--- config.mk ---
export PLATFORM = sky130hd
export DESIGN_NAME = buddy_allocator_tree
export DESIGN_NICKNAME = d
export VERILOG_FILES = /design/src/hdl/bat_pkg.sv /design/src/hdl/bat_datapath.sv /design/src/hdl/bat_ctrl.sv /design/src/hdl/buddy_allocator_tree.sv
export SDC_FILE = /design/constraint.sdc
export NUM_CORES = 2
export LEC_CHECK = 0
export BUFFER_PORTS_ARGS = -buffer_cell sky130_fd_sc_hd__clkbuf_2
export CORE_MARGIN = 2
export CORE_UTILIZATION = 41
export DETAILED_ROUTE_END_ITERATION = 8
export PLACE_DENSITY = 0.59
export SLEW_MARGIN = 20
export SYNTH_ARGS = -nofsm -noshare
export SYNTH_HDL_FRONTEND = slang
export SYNTH_HIERARCHICAL = 1
export SYNTH_SLANG_ARGS = --single-unit
--- constraint.sdc ---
create_clock -name clock -period 57 [get_ports clock]
set_input_delay 11.4 -clock clock [delete_from_list [all_inputs] [get_ports clock]]
set_output_delay 11.4 -clock clock [all_outputs]
set_load 0.05 [all_outputs]
--- src/hdl/bat_pkg.sv ---
// Shared types and constants for the buddy allocator tree.
// Holds node marks, status codes, controller states and the control/status bundles.
// No dependencies.
package bat_pkg;

   // Two-bit mark kept for every tree node.
   typedef logic [1:0] mark_type;
   localparam mark_type MARK_FREE  = 2'd0;
   localparam mark_type MARK_SPLIT = 2'd1;
   localparam mark_type MARK_ALLOC = 2'd2;

   // Result status codes.
   typedef logic [1:0] status_type;
   localparam status_type STATUS_OK        = 2'd0;
   localparam status_type STATUS_OVERSIZE  = 2'd1;
   localparam status_type STATUS_NO_BLOCK  = 2'd2;
   localparam status_type STATUS_BAD_OFFS  = 2'd3;

   // Controller states, one-hot.
   typedef enum logic [14:0] {
      ST_CLEAR   = 15'b000000000000001,
      ST_IDLE    = 15'b000000000000010,
      ST_CHECK   = 15'b000000000000100,
      ST_LEVEL   = 15'b000000000001000,
      ST_A_RD    = 15'b000000000010000,
      ST_A_CHK   = 15'b000000000100000,
      ST_A_ADV   = 15'b000000001000000,
      ST_A_MARK  = 15'b000000010000000,
      ST_A_SPLIT = 15'b000000100000000,
      ST_F_LOC   = 15'b000001000000000,
      ST_F_RD    = 15'b000010000000000,
      ST_F_CHK   = 15'b000100000000000,
      ST_M_RD    = 15'b001000000000000,
      ST_M_CHK   = 15'b010000000000000,
      ST_DONE    = 15'b100000000000000
   } state_type;

   // Commands from the controller to the datapath.
   typedef struct packed {
      logic       clear_step;
      logic       load;
      logic       level_step;
      logic       locate;
      logic       read_buddy;
      logic       descend;
      logic       ascend;
      logic       sibling;
      logic       wr_en;
      logic       wr_parent;
      mark_type   wr_mark;
      logic       set_result;
      status_type result_status;
      logic       grant_en;
   } dp_cmd_type;

   // Status from the datapath to the controller.
   typedef struct packed {
      logic     clear_done;
      logic     can_halve;
      logic     at_root;
      logic     node_even;
      logic     at_target;
      mark_type mark;
      logic     oversize;
      logic     offset_bad;
      logic     is_free;
   } dp_stat_type;

endpackage

--- src/hdl/bat_datapath.sv ---
// Datapath of the buddy allocator: node mark memory, request registers, tree walk
// index and result registers. Uses bat_pkg; driven by bat_ctrl commands.
module bat_datapath #(
   parameter int POOL_BYTES      = 4096,
   parameter int MIN_BLOCK_BYTES = 8
) (
   input  logic                clock,
   input  logic                reset,
   input  bat_pkg::dp_cmd_type cmd,
   output bat_pkg::dp_stat_type stat,
   input  logic                req_operation,
   input  logic [12:0]         req_request_size,
   input  logic [11:0]         req_block_offset,
   output logic [1:0]          rsp_status,
   output logic [11:0]         rsp_granted_offset
);

   localparam int POOL_LOG   = $clog2(POOL_BYTES);
   localparam int MIN_LOG    = $clog2(MIN_BLOCK_BYTES);
   localparam int TREE_DEPTH = POOL_LOG - MIN_LOG;
   localparam int IDX_W      = TREE_DEPTH + 1;
   localparam int NODE_SLOTS = 1 << IDX_W;
   localparam int SH_W       = $clog2(POOL_LOG + 1);
   localparam int LV_W       = (TREE_DEPTH < 1) ? 1 : $clog2(TREE_DEPTH + 1);
   localparam int SZ_W       = (POOL_LOG + 1 > 13) ? POOL_LOG + 1 : 13;
   localparam int GW         = POOL_LOG + 12;

   bat_pkg::mark_type    mem [NODE_SLOTS];
   bat_pkg::mark_type    rd_data_ff;
   logic [IDX_W-1:0]     clr_cnt_ff, clr_cnt_in;
   logic                 op_ff;
   logic [SZ_W-1:0]      size_ff;
   logic [11:0]          offs_ff;
   logic [SH_W-1:0]      blk_shift_ff, blk_shift_in;
   logic [LV_W-1:0]      tgt_level_ff, tgt_level_in;
   logic [LV_W-1:0]      cur_level_ff, cur_level_in;
   logic [IDX_W-1:0]     node_ff, node_in;
   bat_pkg::status_type  status_ff;
   logic [11:0]          grant_ff;

   logic [SZ_W-1:0]      size_clamped;
   logic [SZ_W-1:0]      half;
   logic                 can_halve;
   logic [IDX_W-1:0]     first;
   logic [IDX_W-1:0]     parent;
   logic [IDX_W-1:0]     buddy;
   logic [IDX_W-1:0]     rd_addr;
   logic [IDX_W-1:0]     wr_addr;
   bat_pkg::mark_type    wr_data;
   logic                 wr_en;
   logic [GW-1:0]        grant_wide;

   // Size below the minimum block counts as one minimum block.
   assign size_clamped = (SZ_W'(req_request_size) < SZ_W'(MIN_BLOCK_BYTES))
                         ? SZ_W'(MIN_BLOCK_BYTES) : SZ_W'(req_request_size);

   // Level search: halve the block while the half still holds the request.
   assign half      = SZ_W'(1) << (blk_shift_ff - SH_W'(1));
   assign can_halve = (blk_shift_ff > SH_W'(MIN_LOG)) && (half >= size_ff);

   // Tree index arithmetic.
   assign first      = (IDX_W'(1) << tgt_level_ff) - IDX_W'(1);
   assign parent     = (node_ff - IDX_W'(1)) >> 1;
   assign buddy      = node_ff[0] ? node_ff + IDX_W'(1) : node_ff - IDX_W'(1);
   assign grant_wide = GW'(node_ff - first) << blk_shift_ff;

   // Memory port selection.
   assign rd_addr = cmd.read_buddy ? buddy : node_ff;
   assign wr_en   = cmd.clear_step | cmd.wr_en;
   assign wr_addr = cmd.clear_step ? clr_cnt_ff : (cmd.wr_parent ? parent : node_ff);
   assign wr_data = cmd.clear_step ? bat_pkg::MARK_FREE : cmd.wr_mark;

   // Node mark memory with registered read.
   always_ff @(posedge clock) begin
      if (wr_en) begin
         mem[wr_addr] <= wr_data;
      end
      rd_data_ff <= mem[rd_addr];
   end

   // Clearing pass counter.
   assign clr_cnt_in = cmd.clear_step ? clr_cnt_ff + IDX_W'(1) : clr_cnt_ff;

   always_ff @(posedge clock) begin
      if (reset) begin
         clr_cnt_ff <= '0;
      end else begin
         clr_cnt_ff <= clr_cnt_in;
      end
   end

   // Walk position and level bookkeeping.
   always_comb begin
      blk_shift_in = blk_shift_ff;
      tgt_level_in = tgt_level_ff;
      cur_level_in = cur_level_ff;
      node_in      = node_ff;
      if (cmd.load) begin
         blk_shift_in = SH_W'(POOL_LOG);
         tgt_level_in = '0;
         cur_level_in = '0;
         node_in      = '0;
      end else if (cmd.level_step) begin
         blk_shift_in = blk_shift_ff - SH_W'(1);
         tgt_level_in = tgt_level_ff + LV_W'(1);
      end else if (cmd.locate) begin
         node_in = first + IDX_W'(offs_ff >> blk_shift_ff);
      end else if (cmd.descend) begin
         node_in      = (node_ff << 1) | IDX_W'(1);
         cur_level_in = cur_level_ff + LV_W'(1);
      end else if (cmd.ascend) begin
         node_in      = parent;
         cur_level_in = cur_level_ff - LV_W'(1);
      end else if (cmd.sibling) begin
         node_in = node_ff + IDX_W'(1);
      end
   end

   // Request and result registers.
   always_ff @(posedge clock) begin
      blk_shift_ff <= blk_shift_in;
      tgt_level_ff <= tgt_level_in;
      cur_level_ff <= cur_level_in;
      node_ff      <= node_in;
      if (cmd.load) begin
         op_ff     <= req_operation;
         size_ff   <= size_clamped;
         offs_ff   <= req_block_offset;
         status_ff <= bat_pkg::STATUS_OK;
         grant_ff  <= '0;
      end else if (cmd.set_result) begin
         status_ff <= cmd.result_status;
         if (cmd.grant_en) begin
            grant_ff <= grant_wide[11:0];
         end
      end
   end

   // Status back to the controller.
   always_comb begin
      stat.clear_done = &clr_cnt_ff;
      stat.can_halve  = can_halve;
      stat.at_root    = (node_ff == '0);
      stat.node_even  = ~node_ff[0];
      stat.at_target  = (cur_level_ff == tgt_level_ff);
      stat.mark       = rd_data_ff;
      stat.oversize   = size_ff > SZ_W'(POOL_BYTES);
      stat.offset_bad = SZ_W'(offs_ff) >= SZ_W'(POOL_BYTES);
      stat.is_free    = op_ff;
   end

   assign rsp_status         = status_ff;
   assign rsp_granted_offset = grant_ff;

endmodule

--- src/hdl/bat_ctrl.sv ---
// Controller of the buddy allocator: sequences clearing, level search, the
// allocation tree walk and the free/merge walk. Uses bat_pkg; drives bat_datapath.
module bat_ctrl (
   input  logic                 clock,
   input  logic                 reset,
   input  logic                 start,
   output logic                 busy,
   output logic                 rsp_valid,
   output bat_pkg::dp_cmd_type  cmd,
   input  bat_pkg::dp_stat_type stat
);

   bat_pkg::state_type state_ff, state_in;

   // Next state and command decode.
   always_comb begin
      state_in = state_ff;
      cmd      = '0;
      unique case (state_ff)
         bat_pkg::ST_CLEAR: begin
            cmd.clear_step = 1'b1;
            if (stat.clear_done) begin
               state_in = bat_pkg::ST_IDLE;
            end
         end
         bat_pkg::ST_IDLE: begin
            if (start) begin
               cmd.load = 1'b1;
               state_in = bat_pkg::ST_CHECK;
            end
         end
         bat_pkg::ST_CHECK: begin
            if (stat.oversize) begin
               cmd.set_result    = 1'b1;
               cmd.result_status = bat_pkg::STATUS_OVERSIZE;
               state_in          = bat_pkg::ST_DONE;
            end else if (stat.is_free && stat.offset_bad) begin
               cmd.set_result    = 1'b1;
               cmd.result_status = bat_pkg::STATUS_BAD_OFFS;
               state_in          = bat_pkg::ST_DONE;
            end else begin
               state_in = bat_pkg::ST_LEVEL;
            end
         end
         bat_pkg::ST_LEVEL: begin
            if (stat.can_halve) begin
               cmd.level_step = 1'b1;
            end else if (stat.is_free) begin
               state_in = bat_pkg::ST_F_LOC;
            end else begin
               state_in = bat_pkg::ST_A_RD;
            end
         end
         bat_pkg::ST_A_RD: begin
            state_in = bat_pkg::ST_A_CHK;
         end
         bat_pkg::ST_A_CHK: begin
            if (stat.at_target) begin
               state_in = (stat.mark == bat_pkg::MARK_FREE) ? bat_pkg::ST_A_MARK
                                                           : bat_pkg::ST_A_ADV;
            end else if (stat.mark == bat_pkg::MARK_ALLOC) begin
               state_in = bat_pkg::ST_A_ADV;
            end else begin
               cmd.descend = 1'b1;
               state_in    = bat_pkg::ST_A_RD;
            end
         end
         bat_pkg::ST_A_ADV: begin
            // Move to the next subtree to the right, climbing past right children.
            if (stat.at_root) begin
               cmd.set_result    = 1'b1;
               cmd.result_status = bat_pkg::STATUS_NO_BLOCK;
               state_in          = bat_pkg::ST_DONE;
            end else if (stat.node_even) begin
               cmd.ascend = 1'b1;
            end else begin
               cmd.sibling = 1'b1;
               state_in    = bat_pkg::ST_A_RD;
            end
         end
         bat_pkg::ST_A_MARK: begin
            cmd.wr_en         = 1'b1;
            cmd.wr_mark       = bat_pkg::MARK_ALLOC;
            cmd.set_result    = 1'b1;
            cmd.result_status = bat_pkg::STATUS_OK;
            cmd.grant_en      = 1'b1;
            state_in          = bat_pkg::ST_A_SPLIT;
         end
         bat_pkg::ST_A_SPLIT: begin
            if (stat.at_root) begin
               state_in = bat_pkg::ST_DONE;
            end else begin
               cmd.ascend    = 1'b1;
               cmd.wr_en     = 1'b1;
               cmd.wr_parent = 1'b1;
               cmd.wr_mark   = bat_pkg::MARK_SPLIT;
            end
         end
         bat_pkg::ST_F_LOC: begin
            cmd.locate = 1'b1;
            state_in   = bat_pkg::ST_F_RD;
         end
         bat_pkg::ST_F_RD: begin
            state_in = bat_pkg::ST_F_CHK;
         end
         bat_pkg::ST_F_CHK: begin
            if (stat.mark == bat_pkg::MARK_ALLOC) begin
               cmd.wr_en   = 1'b1;
               cmd.wr_mark = bat_pkg::MARK_FREE;
               state_in    = bat_pkg::ST_M_RD;
            end else begin
               state_in = bat_pkg::ST_DONE;
            end
         end
         bat_pkg::ST_M_RD: begin
            cmd.read_buddy = 1'b1;
            state_in       = stat.at_root ? bat_pkg::ST_DONE : bat_pkg::ST_M_CHK;
         end
         bat_pkg::ST_M_CHK: begin
            // The node itself is known free here; merge when its buddy is too.
            if (stat.mark == bat_pkg::MARK_FREE) begin
               cmd.ascend    = 1'b1;
               cmd.wr_en     = 1'b1;
               cmd.wr_parent = 1'b1;
               cmd.wr_mark   = bat_pkg::MARK_FREE;
               state_in      = bat_pkg::ST_M_RD;
            end else begin
               state_in = bat_pkg::ST_DONE;
            end
         end
         bat_pkg::ST_DONE: begin
            state_in = bat_pkg::ST_IDLE;
         end
         default: begin
            state_in = bat_pkg::ST_CLEAR;
         end
      endcase
   end

   always_ff @(posedge clock) begin
      if (reset) begin
         state_ff <= bat_pkg::ST_CLEAR;
      end else begin
         state_ff <= state_in;
      end
   end

   assign busy      = (state_ff != bat_pkg::ST_IDLE);
   assign rsp_valid = (state_ff == bat_pkg::ST_DONE);

endmodule

--- src/hdl/buddy_allocator_tree.sv ---
// Top level of the binary buddy allocator: joins the controller and the datapath.
// Depends on bat_pkg, bat_ctrl and bat_datapath.
//
// After reset the block sweeps its node mark memory, one node per cycle, through
// every node and holds busy high meanwhile. An item is taken when start is high and
// busy is low; exactly one result follows, shown for one cycle with rsp_valid, and
// the receiver cannot stall it. An oversize request or a free with an offset outside
// the pool ends right after the check. Any other request first halves the block
// level by level; then an allocate reads nodes in a left-to-right tree walk, with
// steps to the right and climbs past right children, a granted allocate marks each
// ancestor split, and a full level reports no block. A free locates and reads its
// node; when the node was allocated it frees it and merges buddy pairs upward until
// merging reaches the root or a buddy is not free. Every node read takes a read
// state and a check state because the memory returns its read data registered. Busy
// stays high through the result cycle, so the next item is taken in the cycle after
// the result at the earliest.
module buddy_allocator_tree #(
   parameter int POOL_BYTES      = 4096,
   parameter int MIN_BLOCK_BYTES = 8
) (
   input  logic        clock,
   input  logic        reset,
   input  logic        start,
   output logic        busy,
   input  logic        req_operation,
   input  logic [12:0] req_request_size,
   input  logic [11:0] req_block_offset,
   output logic        rsp_valid,
   output logic [1:0]  rsp_status,
   output logic [11:0] rsp_granted_offset
);

   bat_pkg::dp_cmd_type  cmd;
   bat_pkg::dp_stat_type stat;

   bat_ctrl u_ctrl (
      .clock     (clock),
      .reset     (reset),
      .start     (start),
      .busy      (busy),
      .rsp_valid (rsp_valid),
      .cmd       (cmd),
      .stat      (stat)
   );

   bat_datapath #(
      .POOL_BYTES      (POOL_BYTES),
      .MIN_BLOCK_BYTES (MIN_BLOCK_BYTES)
   ) u_datapath (
      .clock              (clock),
      .reset              (reset),
      .cmd                (cmd),
      .stat               (stat),
      .req_operation      (req_operation),
      .req_request_size   (req_request_size),
      .req_block_offset   (req_block_offset),
      .rsp_status         (rsp_status),
      .rsp_granted_offset (rsp_granted_offset)
   );

   // A result only appears while an item is in flight.
   assert property (@(posedge clock) disable iff (reset) rsp_valid |-> busy)
      else $error("result strobe while idle");

   // An accepted item makes the block busy on the next cycle.
   assert property (@(posedge clock) disable iff (reset) (start && !busy) |=> busy)
      else $error("accepted item did not raise busy");

   // Each result strobe lasts a single cycle and is followed by idle.
   assert property (@(posedge clock) disable iff (reset) rsp_valid |=> !busy)
      else $error("result strobe not followed by idle");

   // A failed request never reports a granted offset.
   assert property (@(posedge clock) disable iff (reset)
      (rsp_valid && rsp_status != bat_pkg::STATUS_OK) |-> (rsp_granted_offset == '0))
      else $error("granted offset on a failed request");

endmodule

==> flow_metrics.tcl <==
set metrics [dict create \
    status "finished clean" \
    hold_depth 2 \
    grt_max_degree 233 \
    die_h_um 513 \
    syn-cell-area_um2 106000 \
    worstSetupStartpointType "register" \
    period_needed_ns 14.15 \
    ys_warn_count 6 \
    ys_seq_elements 2137 \
    utilization 0.453 \
    syn_nets 8738 \
    drv_cap 0 \
    synth.distinct_cells 106 \
    rsz0062_at_grt "false" \
    critPathTopFamily "simple AND/OR/NAND/NOR gates" \
    yosysTopAreaCellShare 0.586 \
    start_util 0.413 \
    drcViolationCount 0 \
    worstRegToRegCells 16 \
    ys_seq_area_frac 0.598 \
    grt_pass1_wl_um 548000 \
    relSlewSlack 0.150 \
    gp_congestion 0.873 \
    end_kind "primary output" \
    via_count 79300 \
    grt_antenna_before_repair 22 \
    reg2reg_setup_slack_ns 49.45 \
    synth_edf_count 2074 \
    cts_made_buffers 221 \
    layout.nets 8449 \
    core.rowCount 186 \
    cts_num_sinks 2137 \
    netlist_instances 8662 \
    setup-tns-final_ns 0 \
    wire_per_inst_um 32.5 \
    hold_path_class "reg2reg" \
    yosys-top-cells-area "edfxtp_1 (59%), mux2i_1 (9.6%), nor2_1 (4.6%)" \
    drv_slew 0 \
    synth_flop_cell "edfxtp_1" \
    met3_usage 0.0694 \
    clock_tree.root_cell "clkbuf_16" \
    grt_usage 0.286 \
    clockBufferDepth 3 \
    cts_resized 0 \
    seq_area_um2 63500 \
    r2r_end "u_datapath/rd_data_ff[1]" \
    dieArea_um2 263000 \
    cp.required_ns 45.60 \
    peakVddDrop_mv 0.0681 \
    path_clk_slew_ns 0.06 \
    hold_viol 0 \
    drt-total-wl_um 388000 \
    grt.met1_usage 0.379 \
    yosys.area.top_type "edfxtp_1" \
    hold_end "u_datapath/rsp_granted_offset[7]" \
    slowest_delay_ns 0.52 \
    worst_pin_slew_ns 1.27 \
    via_per_inst 6.64 \
    cp_cell_sequence "nor4_4 -> nand2_1 -> nor4_1 -> clkbuf_2" \
    worst_clock_skew_ns 0.0656 \
    setup_viol 0 \
    hp-start "u_datapath/rsp_granted_offset[7]" \
    syn2layout_area_growth_pct 9.55 \
    crit_type "reg2out" \
    ant_nets 0 \
    use_met2 0.443 \
    coreArea_um2 257000 \
    drtIter0Drc 11200 \
    arrival_ns 2.75 \
    dpl.hpwl_um 214000 \
    power_density_nw_per_um2 49.1 \
    clk_latency_ns 0.92 \
    grt-ovfl-total 0 \
    cts_htree_levels 4 \
    dr.pass1.iters 6 \
    setup_ws_ns 42.85 \
    mostFrequentLayoutCells "edfxtp_1 (2,074), nor2_1 (1,284), mux2i_1 (1,023)" \
    r2r_start "u_ctrl/state_ff[6]" \
    numPortBuffers 44 \
    post_cts_buffers 0 \
    slowest_stage "nor4_4" \
    cts_tree "done" \
    drive_gt1_frac 0.118 \
    timing.fmax_mhz 70.7 \
    grt_busiest_layer "met2" \
    fill_cells 23100 \
    ios 45 \
    chipWidth_um 513 \
    mostFrequentLayoutCell "edfxtp_1" \
    fin_crit_sh 0.248 \
    grt_pass1_vias 76600 \
    multi_input_area_um2 39200 \
    pre_cts_ws_ns 43.80 \
    synthArstFlopShare 0 \
    cp_num_buf_inv 1 \
    holdBufCountCts 0 \
    crit_path_max_fanout 8 \
    p_leak_uw 0.0342 \
    syn_avg_cell_area_um2 12.3 \
]
[synthesized netlist by cell type (12+ instances only)]
cell       number
edfxtp_1     2074
nor2_1       1292
mux2i_1      1023
nand2_1       711
clkbuf_1      347
o22ai_1       329
a21oi_1       281
buf_2         234
mux2_2        175
o21ai_0       174
o221ai_1      171
nand3_1       169
mux4_2        114
buf_1         111
buf_4         103
a211oi_1       98
a221oi_1       96
nor3_1         93
a31oi_1        81
a311oi_1       75
a22oi_1        68
o211ai_1       66
dfxtp_1        63
inv_1          52
nor2b_1        49
ha_1           44
nor4_1         38
xnor2_1        37
o311ai_0       36
and3_1         32
xor2_1         26
nand4_1        25
a2bb2oi_1      19
a2111oi_0      18
nand2b_1       18
a41oi_1        17
o2111ai_1      15
o32ai_1        15
o21a_1         14
o31ai_1        14
a221o_1        13
a211o_1        12
or3_1          12
[stage by stage]
step / hold WS [ns] / power (µW) / cell area (µm²) / cells
after floorplan: 0.465 / 3300 / 106000 / 8662
after global placement: 0.465 / 4220 / 109000 / 11500
after detailed placement: 0.462 / 4230 / 109000 / 11500
after CTS: 0.471 / 5620 / 116000 / 11900
after global routing: 0.489 / 5830 / 116000 / 11900
final: 0.471 / 5710 / 116000 / 11900
[worst min-delay path, cell delays in order, from the launching register on]
cell and delay [ns]:
dfxtp_1 0.31, nand3_1 0.06, o41ai_1 0.06
[state kept, by name (all words and copies together), names as in the netlist]
signal                         cells
u_datapath/rd_data_ff              2
u_ctrl/state_ff                   15
u_datapath/blk_shift_ff            4
u_datapath/tgt_level_ff            4
u_datapath/size_ff                13
u_datapath/cur_level_ff            4
u_datapath/clr_cnt_ff             10
u_datapath/offs_ff                12
u_datapath/op_ff                   1
u_datapath/rsp_granted_offset     12
u_datapath/node_ff                10
u_datapath/mem                  2048
u_datapath/rsp_status              2
[cell type report]
type | instances | area share
Antenna cell | 4 | 0.0000860
Clock inverter | 122 | 0.00879
Timing Repair Buffer | 292 | 0.0196
Multi-Input combinational cell | 5666 | 0.337
Clock buffer | 286 | 0.0505
Inverter | 55 | 0.00186
Tap cell | 3384 | 0.0364
Sequential cell | 2137 | 0.546
[kinds of logic (layout without fill, tap and decap cells)]
| family | count (synthesis) | count (layout) | share of synthesized area |
|---|---|---|---|
| AND/OR/NAND/NOR | 2521 | 2521 | 0.0999 |
| flip-flops | 2137 | 2137 | 0.598 |
| AO/OA/AOI/OAI | 1707 | 1707 | 0.113 |
| multiplexers | 1313 | 1313 | 0.139 |
| buffers and inverters | 859 | 755 | 0.0374 |
| XOR/XNOR | 70 | 70 | 0.00632 |
| adder cells (fa/ha/maj) | 54 | 54 | 0.00641 |
| other | 1 | 5 | 0.0000353 |
[worst max path at each step]
stage | depth (start not counted) | start | endpoint | slack, ns
5_1_grt | 4 | u_ctrl/state_ff[8] | rsp_valid | 42.71
3_5_place_dp | 4 | u_ctrl/state_ff[6] | rsp_valid | 43.80
2_1_floorplan | 15 | u_datapath/node_ff[1] | u_datapath/mem[0][0] | 24.19
4_1_cts | 4 | u_ctrl/state_ff[6] | rsp_valid | 42.83
6_report | 4 | u_ctrl/state_ff[6] | rsp_valid | 42.85
3_3_place_gp | 4 | u_ctrl/state_ff[7] | rsp_valid | 43.82
[layer usage]
| metal | vias up | wire length, µm | part of all wire |
|---|---|---|---|
| met5 | - | 113 | 0.00029 |
| met4 | 16 | 21200 | 0.055 |
| met3 | 1094 | 48600 | 0.13 |
| met2 | 5352 | 172000 | 0.44 |
| li1 | 32700 | - | - |
| met1 | 40100 | 146000 | 0.38 |
[power by group]
part           switching, µW  total [µW]  internal [µW]
sequential              31.9        1750           1710
combinational           1840        2560            719
clock                    624        1410            787
No activity file was read; power rests on OpenSTA's default activity.
